**src/efdc_pkg.sv**
```systemverilog
// Shared codes, register indexes and reset values for the escaped frame deframer.
package efdc_pkg;

  localparam int unsigned WordBytes = 8;

  typedef logic [7:0] byte_t;
  typedef logic [2:0] cfg_idx_t;

  // Control bytes of the line code
  localparam byte_t CODE_DLE = 8'h10;
  localparam byte_t CODE_ESC = 8'h1B;
  localparam byte_t CODE_STX = 8'h02;
  localparam byte_t CODE_ETX = 8'h03;

  // Register indexes
  localparam cfg_idx_t CFG_CHECKSUM_ENABLE   = 3'd0;
  localparam cfg_idx_t CFG_BINARY_START_CODE = 3'd1;
  localparam cfg_idx_t CFG_BINARY_END_CODE   = 3'd2;
  localparam cfg_idx_t CFG_RECEIVE_COMMAND   = 3'd3;

  // Register reset values
  localparam logic  RST_CHECKSUM_ENABLE   = 1'b1;
  localparam byte_t RST_BINARY_START_CODE = 8'd1;
  localparam byte_t RST_BINARY_END_CODE   = 8'd10;
  localparam byte_t RST_RECEIVE_COMMAND   = 8'd147;

endpackage

```
**src/efdc_if.sv**
```systemverilog
// Stream interfaces for received bytes and emitted frame words.
interface efdc_rx_if;
  logic                 valid;
  logic                 ready;
  efdc_pkg::byte_t      rx_byte;

  modport source (output valid, output rx_byte, input ready);
  modport sink   (input valid, input rx_byte, output ready);
endinterface

interface efdc_word_if;
  logic        valid;
  logic        ready;
  logic [63:0] frame_word;
  logic [3:0]  byte_count;
  logic        last_word;

  modport source (output valid, output frame_word, output byte_count, output last_word,
                  input ready);
  modport sink   (input valid, input frame_word, input byte_count, input last_word,
                  output ready);
endinterface

```
**src/escaped_frame_deframer_checksum.sv**
```systemverilog
// Top level: DLE/ESC byte-stuffed frame deframer with sum-8 check and word drain.
// Intake: one byte per cycle while idle; decoded and written to the frame store at accept.
// Drain after a passing close: per stored byte a store read and lane load, then each word
//   goes to the output register, held while the sink stalls; rx is held off until done.
// Reset (rst_ni low, async): registers to defaults, no frame open, no word pending; the
//   store is not cleared, only entries of the current frame are ever read.
module escaped_frame_deframer_checksum #(
  parameter int unsigned MAX_FRAME_BYTES = 256
) (
  input  logic                    clk_i,
  input  logic                    rst_ni,
  input  logic                    cfg_we_i,
  input  efdc_pkg::cfg_idx_t      cfg_idx_i,
  input  efdc_pkg::byte_t         cfg_data_i,
  efdc_rx_if.sink                 rx_i,
  efdc_word_if.source             word_o
);

  localparam int unsigned AW = $clog2(MAX_FRAME_BYTES);
  localparam int unsigned CW = $clog2(MAX_FRAME_BYTES + 1);
  localparam int unsigned LW = $clog2(efdc_pkg::WordBytes);

  typedef enum logic [1:0] {
    S_IDLE,
    S_READ,
    S_LATCH,
    S_PUSH
  } state_e;

  // ---------------------------------------------------------------------------
  // Configuration registers
  // ---------------------------------------------------------------------------
  logic            cs_en_q;
  efdc_pkg::byte_t start_code_q, end_code_q, rcv_cmd_q;

  always_ff @(posedge clk_i or negedge rst_ni) begin
    if (!rst_ni) begin
      cs_en_q      <= efdc_pkg::RST_CHECKSUM_ENABLE;
      start_code_q <= efdc_pkg::RST_BINARY_START_CODE;
      end_code_q   <= efdc_pkg::RST_BINARY_END_CODE;
      rcv_cmd_q    <= efdc_pkg::RST_RECEIVE_COMMAND;
    end else if (cfg_we_i) begin
      unique case (cfg_idx_i)
        efdc_pkg::CFG_CHECKSUM_ENABLE:   cs_en_q      <= cfg_data_i[0];
        efdc_pkg::CFG_BINARY_START_CODE: start_code_q <= cfg_data_i;
        efdc_pkg::CFG_BINARY_END_CODE:   end_code_q   <= cfg_data_i;
        efdc_pkg::CFG_RECEIVE_COMMAND:   rcv_cmd_q    <= cfg_data_i;
        default: ;  // unmapped index, ignored
      endcase
    end
  end

  // ---------------------------------------------------------------------------
  // Frame tracking state
  // ---------------------------------------------------------------------------
  state_e          state_q;
  logic            in_frame_q, in_frame_d;
  logic            esc_q, esc_d;
  logic [CW-1:0]   fill_q, fill_d;
  efdc_pkg::byte_t sum_q, sum_d;
  logic            ovf_q, ovf_d;
  efdc_pkg::byte_t first_q, first_d;

  // Drain sequencer
  logic [CW-1:0]   len_q;
  logic [CW-1:0]   rd_ptr_q;
  logic [LW-1:0]   lane_q;
  logic [3:0]      cnt_q;
  logic [63:0]     word_q;

  // Output register
  logic            out_valid_q;
  logic [63:0]     out_word_q;
  logic [3:0]      out_cnt_q;
  logic            out_last_q;

  // Frame store
  efdc_pkg::byte_t frame_store_q [MAX_FRAME_BYTES];
  efdc_pkg::byte_t rdata_q;

  logic            rx_fire;
  efdc_pkg::byte_t ch;
  logic            is_esc_byte;
  logic            store, clr, close, pass, wr_en;
  logic            rd_en;
  logic            out_free;
  logic            push_word;
  logic            read_done;

  assign rx_i.ready  = (state_q == S_IDLE);
  assign rx_fire     = rx_i.valid && rx_i.ready;
  assign ch          = rx_i.rx_byte;
  assign is_esc_byte = (ch == efdc_pkg::CODE_DLE) || (ch == efdc_pkg::CODE_ESC);

  // Escape decode: tests run in priority order, first match wins.
  always_comb begin
    in_frame_d = in_frame_q;
    esc_d      = esc_q;
    fill_d     = fill_q;
    sum_d      = sum_q;
    ovf_d      = ovf_q;
    first_d    = first_q;
    store      = 1'b0;
    clr        = 1'b0;
    close      = 1'b0;
    wr_en      = 1'b0;
    if (rx_fire) begin
      if (esc_q) begin
        esc_d = 1'b0;
        if (ch == efdc_pkg::CODE_STX && !in_frame_q) begin
          in_frame_d = 1'b1;
          clr        = 1'b1;
        end else if (ch == efdc_pkg::CODE_ETX && in_frame_q) begin
          close = 1'b1;
        end else if (ch == start_code_q && !in_frame_q) begin
          in_frame_d = 1'b1;
          clr        = 1'b1;
        end else if (ch == end_code_q && in_frame_q) begin
          close = 1'b1;
        end else if (is_esc_byte && in_frame_q) begin
          store = 1'b1;
        end else begin
          // abort, or stray escape outside a frame
          in_frame_d = 1'b0;
          clr        = 1'b1;
        end
      end else if (is_esc_byte) begin
        esc_d = 1'b1;
      end else if (in_frame_q) begin
        store = 1'b1;
      end
    end

    if (store) begin
      if (fill_q < CW'(MAX_FRAME_BYTES)) begin
        wr_en  = 1'b1;
        fill_d = fill_q + CW'(1);
        sum_d  = sum_q + ch;
        if (fill_q == '0) begin
          first_d = ch;
        end
      end else begin
        ovf_d = 1'b1;
      end
    end

    if (clr || close) begin
      fill_d = '0;
      sum_d  = '0;
      ovf_d  = 1'b0;
    end
    if (close) begin
      in_frame_d = 1'b0;
      esc_d      = 1'b0;
    end
  end

  // Close verdict from the state before the closing byte
  assign pass = (fill_q != '0) && !ovf_q && (!cs_en_q || (sum_q == '0)) &&
                (first_q == rcv_cmd_q);

  assign rd_en     = (state_q == S_READ);
  assign out_free  = !out_valid_q || word_o.ready;
  assign push_word = (state_q == S_PUSH) && out_free;
  assign read_done = (rd_ptr_q + CW'(1)) == len_q;

  // Frame store: one write port, one registered read port
  always_ff @(posedge clk_i) begin
    if (wr_en) begin
      frame_store_q[fill_q[AW-1:0]] <= ch;
    end
    if (rd_en) begin
      rdata_q <= frame_store_q[rd_ptr_q[AW-1:0]];
    end
  end

  // State, sequencer and output register
  always_ff @(posedge clk_i or negedge rst_ni) begin
    if (!rst_ni) begin
      state_q     <= S_IDLE;
      in_frame_q  <= 1'b0;
      esc_q       <= 1'b0;
      fill_q      <= '0;
      sum_q       <= '0;
      ovf_q       <= 1'b0;
      first_q     <= '0;
      len_q       <= '0;
      rd_ptr_q    <= '0;
      lane_q      <= '0;
      cnt_q       <= '0;
      word_q      <= '0;
      out_valid_q <= 1'b0;
      out_word_q  <= '0;
      out_cnt_q   <= '0;
      out_last_q  <= 1'b0;
    end else begin
      in_frame_q <= in_frame_d;
      esc_q      <= esc_d;
      fill_q     <= fill_d;
      sum_q      <= sum_d;
      ovf_q      <= ovf_d;
      first_q    <= first_d;

      // word taken and no new word loaded behind it
      if (out_valid_q && word_o.ready && !push_word) begin
        out_valid_q <= 1'b0;
      end

      unique case (state_q)
        S_IDLE: begin
          if (close && pass) begin
            len_q    <= fill_q;
            rd_ptr_q <= '0;
            lane_q   <= '0;
            cnt_q    <= '0;
            word_q   <= '0;
            state_q  <= S_READ;
          end
        end
        S_READ: begin
          state_q <= S_LATCH;
        end
        S_LATCH: begin
          word_q[{lane_q, 3'b000} +: 8] <= rdata_q;
          cnt_q    <= cnt_q + 4'd1;
          rd_ptr_q <= rd_ptr_q + CW'(1);
          lane_q   <= lane_q + LW'(1);
          if (lane_q == LW'(efdc_pkg::WordBytes - 1) || read_done) begin
            state_q <= S_PUSH;
          end else begin
            state_q <= S_READ;
          end
        end
        S_PUSH: begin
          if (out_free) begin
            out_valid_q <= 1'b1;
            out_word_q  <= word_q;
            out_cnt_q   <= cnt_q;
            out_last_q  <= (rd_ptr_q == len_q);
            word_q      <= '0;
            cnt_q       <= '0;
            state_q     <= (rd_ptr_q == len_q) ? S_IDLE : S_READ;
          end
        end
        default: state_q <= S_IDLE;
      endcase
    end
  end

  assign word_o.valid      = out_valid_q;
  assign word_o.frame_word = out_word_q;
  assign word_o.byte_count = out_cnt_q;
  assign word_o.last_word  = out_last_q;

  // ---------------------------------------------------------------------------
  // Assertions
  // ---------------------------------------------------------------------------
  a_pass_starts_drain: assert property (@(posedge clk_i) disable iff (!rst_ni)
    (rx_fire && close && pass) |=> (state_q == S_READ))
    else $error("passing close did not start drain");

  a_full_unless_last: assert property (@(posedge clk_i) disable iff (!rst_ni)
    (out_valid_q && !out_last_q) |-> (out_cnt_q == 4'd8))
    else $error("short word that is not the last");

  a_count_range: assert property (@(posedge clk_i) disable iff (!rst_ni)
    out_valid_q |-> ((out_cnt_q != 4'd0) && (out_cnt_q <= 4'd8)))
    else $error("word byte count out of range");

  a_fill_bound: assert property (@(posedge clk_i) disable iff (!rst_ni)
    (fill_q <= CW'(MAX_FRAME_BYTES)) && ((state_q == S_IDLE) || (rd_ptr_q <= len_q)))
    else $error("fill count or read pointer past its bound");

endmodule

```
**src/flat_wrapper.sv**
```systemverilog
// flat-port wrapper written by rule: the top's interface ports become plain ports
module escaped_frame_deframer_checksum_flat 
#(
  parameter int unsigned MAX_FRAME_BYTES = 256
)
  (clk_i, rst_ni, cfg_we_i, cfg_idx_i, cfg_data_i, rx_i_valid, rx_i_rx_byte, rx_i_ready, word_o_valid, word_o_frame_word, word_o_byte_count, word_o_last_word, word_o_ready);
  efdc_rx_if rx_i_i ();
  efdc_word_if word_o_i ();
  input  logic clk_i;
  input  logic rst_ni;
  input  logic cfg_we_i;
  input  efdc_pkg::cfg_idx_t cfg_idx_i;
  input  efdc_pkg::byte_t cfg_data_i;
  input wire logic [$bits(rx_i_i.valid)-1:0] rx_i_valid;
  input wire logic [$bits(rx_i_i.rx_byte)-1:0] rx_i_rx_byte;
  output wire logic [$bits(rx_i_i.ready)-1:0] rx_i_ready;
  output wire logic [$bits(word_o_i.valid)-1:0] word_o_valid;
  output wire logic [$bits(word_o_i.frame_word)-1:0] word_o_frame_word;
  output wire logic [$bits(word_o_i.byte_count)-1:0] word_o_byte_count;
  output wire logic [$bits(word_o_i.last_word)-1:0] word_o_last_word;
  input wire logic [$bits(word_o_i.ready)-1:0] word_o_ready;
  assign rx_i_i.valid = rx_i_valid;
  assign rx_i_i.rx_byte = rx_i_rx_byte;
  assign rx_i_ready = rx_i_i.ready;
  assign word_o_valid = word_o_i.valid;
  assign word_o_frame_word = word_o_i.frame_word;
  assign word_o_byte_count = word_o_i.byte_count;
  assign word_o_last_word = word_o_i.last_word;
  assign word_o_i.ready = word_o_ready;
  escaped_frame_deframer_checksum #(.MAX_FRAME_BYTES(MAX_FRAME_BYTES)) u_core (.clk_i(clk_i), .rst_ni(rst_ni), .cfg_we_i(cfg_we_i), .cfg_idx_i(cfg_idx_i), .cfg_data_i(cfg_data_i), .rx_i(rx_i_i), .word_o(word_o_i));
endmodule
```
**config.mk**
```make
export PLATFORM = sky130hd
export DESIGN_NAME = escaped_frame_deframer_checksum_flat
export DESIGN_NICKNAME = d
export VERILOG_FILES = /design/src/efdc_pkg.sv /design/src/efdc_if.sv /design/src/escaped_frame_deframer_checksum.sv /design/src/flat_wrapper.sv
export SDC_FILE = /design/constraint.sdc
export NUM_CORES = 2
export LEC_CHECK = 0
export BUFFER_PORTS_ARGS = -buffer_cell sky130_fd_sc_hd__buf_2
export CELL_PAD_IN_SITES_DETAIL_PLACEMENT = 0
export CELL_PAD_IN_SITES_GLOBAL_PLACEMENT = 1
export CORE_ASPECT_RATIO = 1.75
export CORE_MARGIN = 2
export CORE_UTILIZATION = 45
export CTS_CLUSTER_DIAMETER = 100
export DETAILED_ROUTE_END_ITERATION = 10
export PLACE_DENSITY_LB_ADDON = 0.05
export SYNTH_ARGS = -nofsm -noshare
export SYNTH_HDL_FRONTEND = slang
export SYNTH_SLANG_ARGS = --single-unit
```
**constraint.sdc**
```tcl
create_clock -name clk_i -period 5.3 [get_ports clk_i]
set_input_delay 0.53 -clock clk_i [delete_from_list [all_inputs] [get_ports clk_i]]
set_output_delay 0.53 -clock clk_i [all_outputs]
set_load 0.01 [all_outputs]
```
* Yosys cells after proc, flatten, opt, wreduce, memory -nomap -nowiden
Memory sizes are Yosys's and may differ from the RTL's. A register that Yosys moved wholly into a read port is not among the register bits. Cells that the tools add are included. W data, S select, Z words.
Cells by class: add/subtract/negate cells 6, order comparisons 1, equality and inequality tests 22, shift operators 2, muxes and demuxes 66, reductions and logical operators 47
Operators by type and width (count):
- $pmux W64 S3 | 1
- $mux W64 | 2
- $bwmux W64 | 1
- $shift A8 B8 Y64 const A | 1
- $shiftx A8 B8 Y64 | 1
- $mux W1 | 45
- $mux W9 | 4
- $eq A8 B8 Y1 | 3
- $mux W8 | 3
- $reduce_and A2 Y1 | 10
- $add A9 B1 Y9 const B | 2
- $eq A9 B9 Y1 | 2
- $pmux W9 S2 | 1
- $eq A8 B2 Y1 const B | 2
- $eq A8 B5 Y1 const B | 2
- $logic_and A1 B1 Y1 | 13
- $pmux W4 S3 | 1
- $reduce_bool A2 Y1 | 5
- $logic_not A9 Y1 | 1
- $lt A9 B9 Y1 const B | 1
- $reduce_bool A9 Y1 | 1
- $add A8 B8 Y8 | 1
- $logic_not A8 Y1 | 1
- $mux W4 | 2
- 23 further kinds | 38
Word-level totals: flip-flop bits (word level) 214, memory bits (writable) 2048, input bits 24, output and inout bits 71, word-level logic and storage cells 165, memories 1
Memory list:
- u_core.frame_store_q | depth 256, bits a word 8, rd ports 1, clocked after Yosys merged registers in 1, write ports 1, line escaped_frame_deframer_checksum.sv:78 | efdc_pkg::byte_t frame_store_q [MAX_FRAME_BYTES];

* Longest topological paths before layout
depth in word-level cells 13, depth in mapped cells 13, depth with buffers taken out 9

* Least setup slack after synthesis
Ideal clock, no wire load.
kind in2reg, from input port rx_i_rx_byte[0], to memory u_core.frame_store_q[102][0] (netlist name) (enable), arrival time 2.690 ns, setup slack 2.239 ns, stages on the path 9, cells stage by stage clkbuf_1 -> and3_1 -> o2111ai_1 -> a21oi_2 -> o211ai_1 -> nor3b_1 -> nand2_1 -> buf_2 -> nor2_1
On the way: longest elaborated chain between the ends 13, elaborated cells between the ends (all ways) 23
Ends and longest elaborated chain:
- from (decl) | line flat_wrapper.sv:15 | input wire logic [$bits(rx_i_i.rx_byte)-1:0] rx_i_rx_byte;
- $eq A8 B5 Y1 | line escaped_frame_deframer_checksum.sv:93 | assign is_esc_byte = (ch == efdc_pkg::CODE_DLE) || (ch == efdc_pkg::CODE_ESC);
- $logic_or A1 B1 Y1 | line escaped_frame_deframer_checksum.sv:93
- $logic_and A1 B1 Y1 | line escaped_frame_deframer_checksum.sv:120 | end else if (is_esc_byte && in_frame_q) begin
- $mux W1 | line escaped_frame_deframer_checksum.sv:120
- $mux W1 | line escaped_frame_deframer_checksum.sv:118 | end else if (ch == end_code_q && in_frame_q) begin
- $mux W1 | line escaped_frame_deframer_checksum.sv:115 | end else if (ch == start_code_q && !in_frame_q) begin
- $mux W1 | line escaped_frame_deframer_checksum.sv:113 | end else if (ch == efdc_pkg::CODE_ETX && in_frame_q) begin
- $mux W1 | line escaped_frame_deframer_checksum.sv:110 | if (ch == efdc_pkg::CODE_STX && !in_frame_q) begin
- $mux W1 (*) | line escaped_frame_deframer_checksum.sv:108 | if (esc_q) begin
- $mux W1 (*) | line escaped_frame_deframer_checksum.sv:107 | if (rx_fire) begin
- $mux W1 (*) | line escaped_frame_deframer_checksum.sv:134 | if (store) begin
- $mux W1 (*) | line escaped_frame_deframer_checksum.sv:169 | if (wr_en) begin
- $mux W1 (implied by the code) (*) | line escaped_frame_deframer_checksum.sv:170 | frame_store_q[fill_q[AW-1:0]] <= ch;
- to (decl) | line escaped_frame_deframer_checksum.sv:78
Every way passes the cells marked *; elsewhere a longest branch is shown, timed or not.

==> summary.txt <==
Power and ir drop
  – PwrDens: approximately 350 nW/um2
  – Leak: around 35 nW
  – Seq pwr share: a little over half
  – Psw: 7.245 mW
  – Sw frac: 20.26%
  – Comb pwr share: 1.7%
  – Int Pwr: ~29 mW
  – Clock network power share: between 40% and 50%
  – Worst ir drop on vdd: 0.2595 mV
  – Final Power: roughly 36 mW

Placement
  – Final GP Congestion: approximately 0.84
  – Number of port buffers: between 90 and 100
  – Final HPWL DP: roughly 170 mm
  – DP Worst Slack: 0.8557 ns

Route
  – Drt first-iter violations: between 4,000 and 5,000
  – Number of remaining DRC errors: 0
  – Post-Route WL: approximately 260 mm
  – Vias: ~46,000
  – Number of detailed-route iterations in the first pass: 5
  – Drt wl/cell: 33.91 um
  – Via/cell ratio: approximately 6
  – Antenna viol nets, final: 0

STA
  – # setup viols final: 0
  – Final Critical Period: 4.249 ns
  – Slew margin rel.: around a tenth
  – RSZ-0062 raised after global routing: no
  – Final Max Slew Viols: 0
  – Fmax: 235.4 MHz
  – Clock Skews: 0.03933 ns
  – Post-layout worst setup margin: 1.051 ns
  – Worst slew pin tran: 1.333 ns
  – Tcrit/Tclk final: 80.17%
  – Fin. Hold Viols: 0
  – Setup TNS Final: 0 ns

Yosys
  – Largest cells by area after synthesis: edfxtp_1 (69%), mux4_2 (11%), dfrtp_1 (5.7%)
  – Area share of the largest cell type after synthesis: 68.78%
  – Sequential share of the synthesized area: between 70 and 80%
  – Post-synth top area cell: edfxtp_1
  – Syn Nets: 4,823
  – Post-synth EDFFs: 2,056
  – Yosys warnings: 0
  – Syn Inst Count: roughly 4,800
  – Register bit total from synthesis: between 2,000 and 2,500
  – Avg Synthesized Cell Area: between 15 and 20 um2
  – Most used DFF post-synth: edfxtp_1
  – Fraction of registers with async set or reset after synthesis: a little under a tenth
  – Post-synth cell types: 73
  – Mapped cell area: between 80,000 and 90,000 um2

CTS
  – CTS Buffer Depth: 4
  – Total CTS buffers: 213
  – Max H-tree Level: 4
  – Worst-path clk slew: about 0.06 ns
  – CTS tree: yes
  – Root buffer cell: clkbuf_16
  – Clk sink count: 2,270
  – Clk_lat worst skew: between 0.8 and 0.9 ns
  – CTS resizes: 0

Layout
  – Register area: ~67,000 um2
  – Final Core Density: 50.92%
  – Share of layout cells above drive strength 1: ~22%
  – Fillers: around 16,000
  – Area of the multi-input gates: 21,080 um2
  – Nets: 5,043
  – P&R area growth vs syn: 12.38%

Worst setup path
  – Critical Path AT: approximately 5 ns
  – Critical path's slowest cell: a211oi_1
  – Data required time at the worst endpoint: between 6 and 7 ns
  – CP peak stage delay: between 1 and 1.5 ns
  – WS Path Type: reg2reg
  – Critical Path Sink Type: flip-flop
  – Startpoint Class: flip-flop
  – Worst Path Max Fanout: 44
  – Cell chain of the critical path: inv_6 > nand2_1 > a211oi_1 > nor4_2 > a221oi_1 > a41o_1

Global routing
  – Number of global-route vias before repair: about 47,000
  – Initial antenna violation count: 7
  – First-pass GRT wire length: 370.9 mm
  – Gr usage total: between 20% and 30%
  – GRT overflow: 0
  – Largest net degree at the start of global routing: 166

Flow run
  – Max cap viols: 0

Die
  – Core Region: 198,100 um2
  – Die H: 594.8 um
  – I/O pin cnt: between 90 and 100
  – Chip width: 341.6 um
  – Initial Util: a little under half
  – Row count: around 220
  – Die area: 203,200 um2

Status
  – Status: finished clean

Hold path
  – Hold Path Class: in2reg
==> worst paths after layout <==
kind                               startpoint                      endpoint  slack [ns]  cells past startpoint
max in group asynchronous              rst_ni           u_core.rcv_cmd_q[6]        3.68                      3
setup reg to reg           u_core.rd_ptr_q[3]             u_core.rdata_q[6]        1.05                      6
hold / removal                   word_o_ready           u_core.word_o.valid        0.07                      3
hold reg to reg             u_core.word_q[32]  u_core.word_o.frame_word[32]        0.45                      2
setup / recovery           u_core.rd_ptr_q[3]             u_core.rdata_q[6]        1.05                      6
min in group asynchronous              rst_ni   u_core.word_o.frame_word[3]        0.19                      2
==> routing by layer <==
layer	vias up	GRT usage [%]	wire, um
met5	-	0	0
met4	0	10.54	11960
met3	370	2.795	11170
met2	1251	47.63	142300
met1	24570	31.39	98820
li1	19550	-	-
==> critical path, delay by kind of cell, from the launching register on <==
family / cells / cell delay [ns]
AO/OA/AOI/OAI: 3 / 1.69
AND/OR/NAND/NOR: 2 / 1.01
buffers and inverters: 1 / 0.69
flip-flops: 1 / 0.68
==> area by class of cell <==
class	count	share of cell area (%)
Sequential cell	2270	66.54
Multi-Input combinational cell	2207	20.90
Clock buffer	247	5.473
Tap cell	2616	3.245
Timing Repair Buffer	287	2.339
Clock inverter	142	1.412
Inverter	22	0.08931
Antenna cell	1	0.002481
==> flip-flops by register name, summed over array words and instances (netlist names), 8 cells and up <==
| register | flops |
|---|---|
| u_core.word_o.frame_word | 64 |
| u_core.first_q | 8 |
| u_core.frame_store_q | 2048 |
| u_core.sum_q | 8 |
| u_core.rdata_q | 8 |
| u_core.fill_q | 9 |
| u_core.end_code_q | 8 |
| u_core.rd_ptr_q | 9 |
| u_core.len_q | 9 |
| u_core.rcv_cmd_q | 8 |
| u_core.start_code_q | 8 |
| u_core.word_q | 64 |
==> synthesized netlist by cell type (13+ instances only) <==
cell and number:
nor2_1 317, mux2i_1 293, clkbuf_1 139, buf_1 19
nor2b_1 25, mux2_2 52, nor3_1 33, a31oi_1 17
a21oi_1 68, inv_1 21, dfrtp_1 206, a221oi_1 53
a221o_1 17, nand2b_1 17, buf_6 38, nand4_1 13
a22oi_1 32, buf_4 18, xor2_1 22, mux4_2 436
buf_2 56, edfxtp_1 2056, xnor2_1 32, nand2_1 382
o21ai_0 108, nand3_1 76, o211ai_1 19, a211oi_1 35
o22ai_1 14, ha_1 17
==> cells in the final DEF (no fill, tap or decap), drive strengths merged, types with 32 or more instances in the layout <==
master  netlist  final
mux2i       293    293
buf         143    274
a22oi        32     32
edfxtp     2056   2056
clkbuf      139    249
mux4        436    436
nor3         36     36
nand3        76     76
mux2         52     52
nor2        318    318
a211oi       35     35
dfrtp       206    206
xnor2        32     32
o21ai       110    110
clkinv        0     91
a21oi        69     69
nand2       382    382
a221oi       53     53
==> through the flow <==
step | std cells | area (um2) | hold slack (ns)
3_3_place_gp | 7391 | 93820 | 0.4516
2_1_floorplan | 4781 | 89760 | 0.2344
5_1_grt | 7792 | 100900 | 0.05973
3_5_place_dp | 7391 | 93820 | 0.4516
4_1_cts | 7791 | 100900 | 0.01069
6_report | 7792 | 100900 | 0.06926
==> logic make-up (layout without fill, tap and decap cells) <==
logic type | after synthesis | after routing | synth area share [%]
other cells | 0 | 1 | 0
fa+ha+maj | 18 | 18 | 0.2593
compound gates | 435 | 435 | 3.320
simple gates | 919 | 919 | 4.380
xor+xnor | 54 | 54 | 0.5269
flops | 2270 | 2270 | 74.76
mux | 781 | 781 | 14.86
buf+inv | 304 | 698 | 1.893
==> power by group through the flow <==
stage	combinational, mW	sequential, mW	clock [mW]
after floorplan	0.140	20.0	0
after global placement	0.609	20.0	0
after detailed placement	0.623	20.0	0
after CTS	0.629	19.6	15.8
after global routing	0.658	19.6	16.4
final	0.607	19.6	15.5
==> what timing repair did <==
| item | in CTS | in global routing |
|---|---|---|
| setup buffers | 0 | 0 |
| hold buffers | 11 | 0 |
| hold endpoints to repair | 70 | 0 |
No activity file was read; power rests on OpenSTA's default activity.
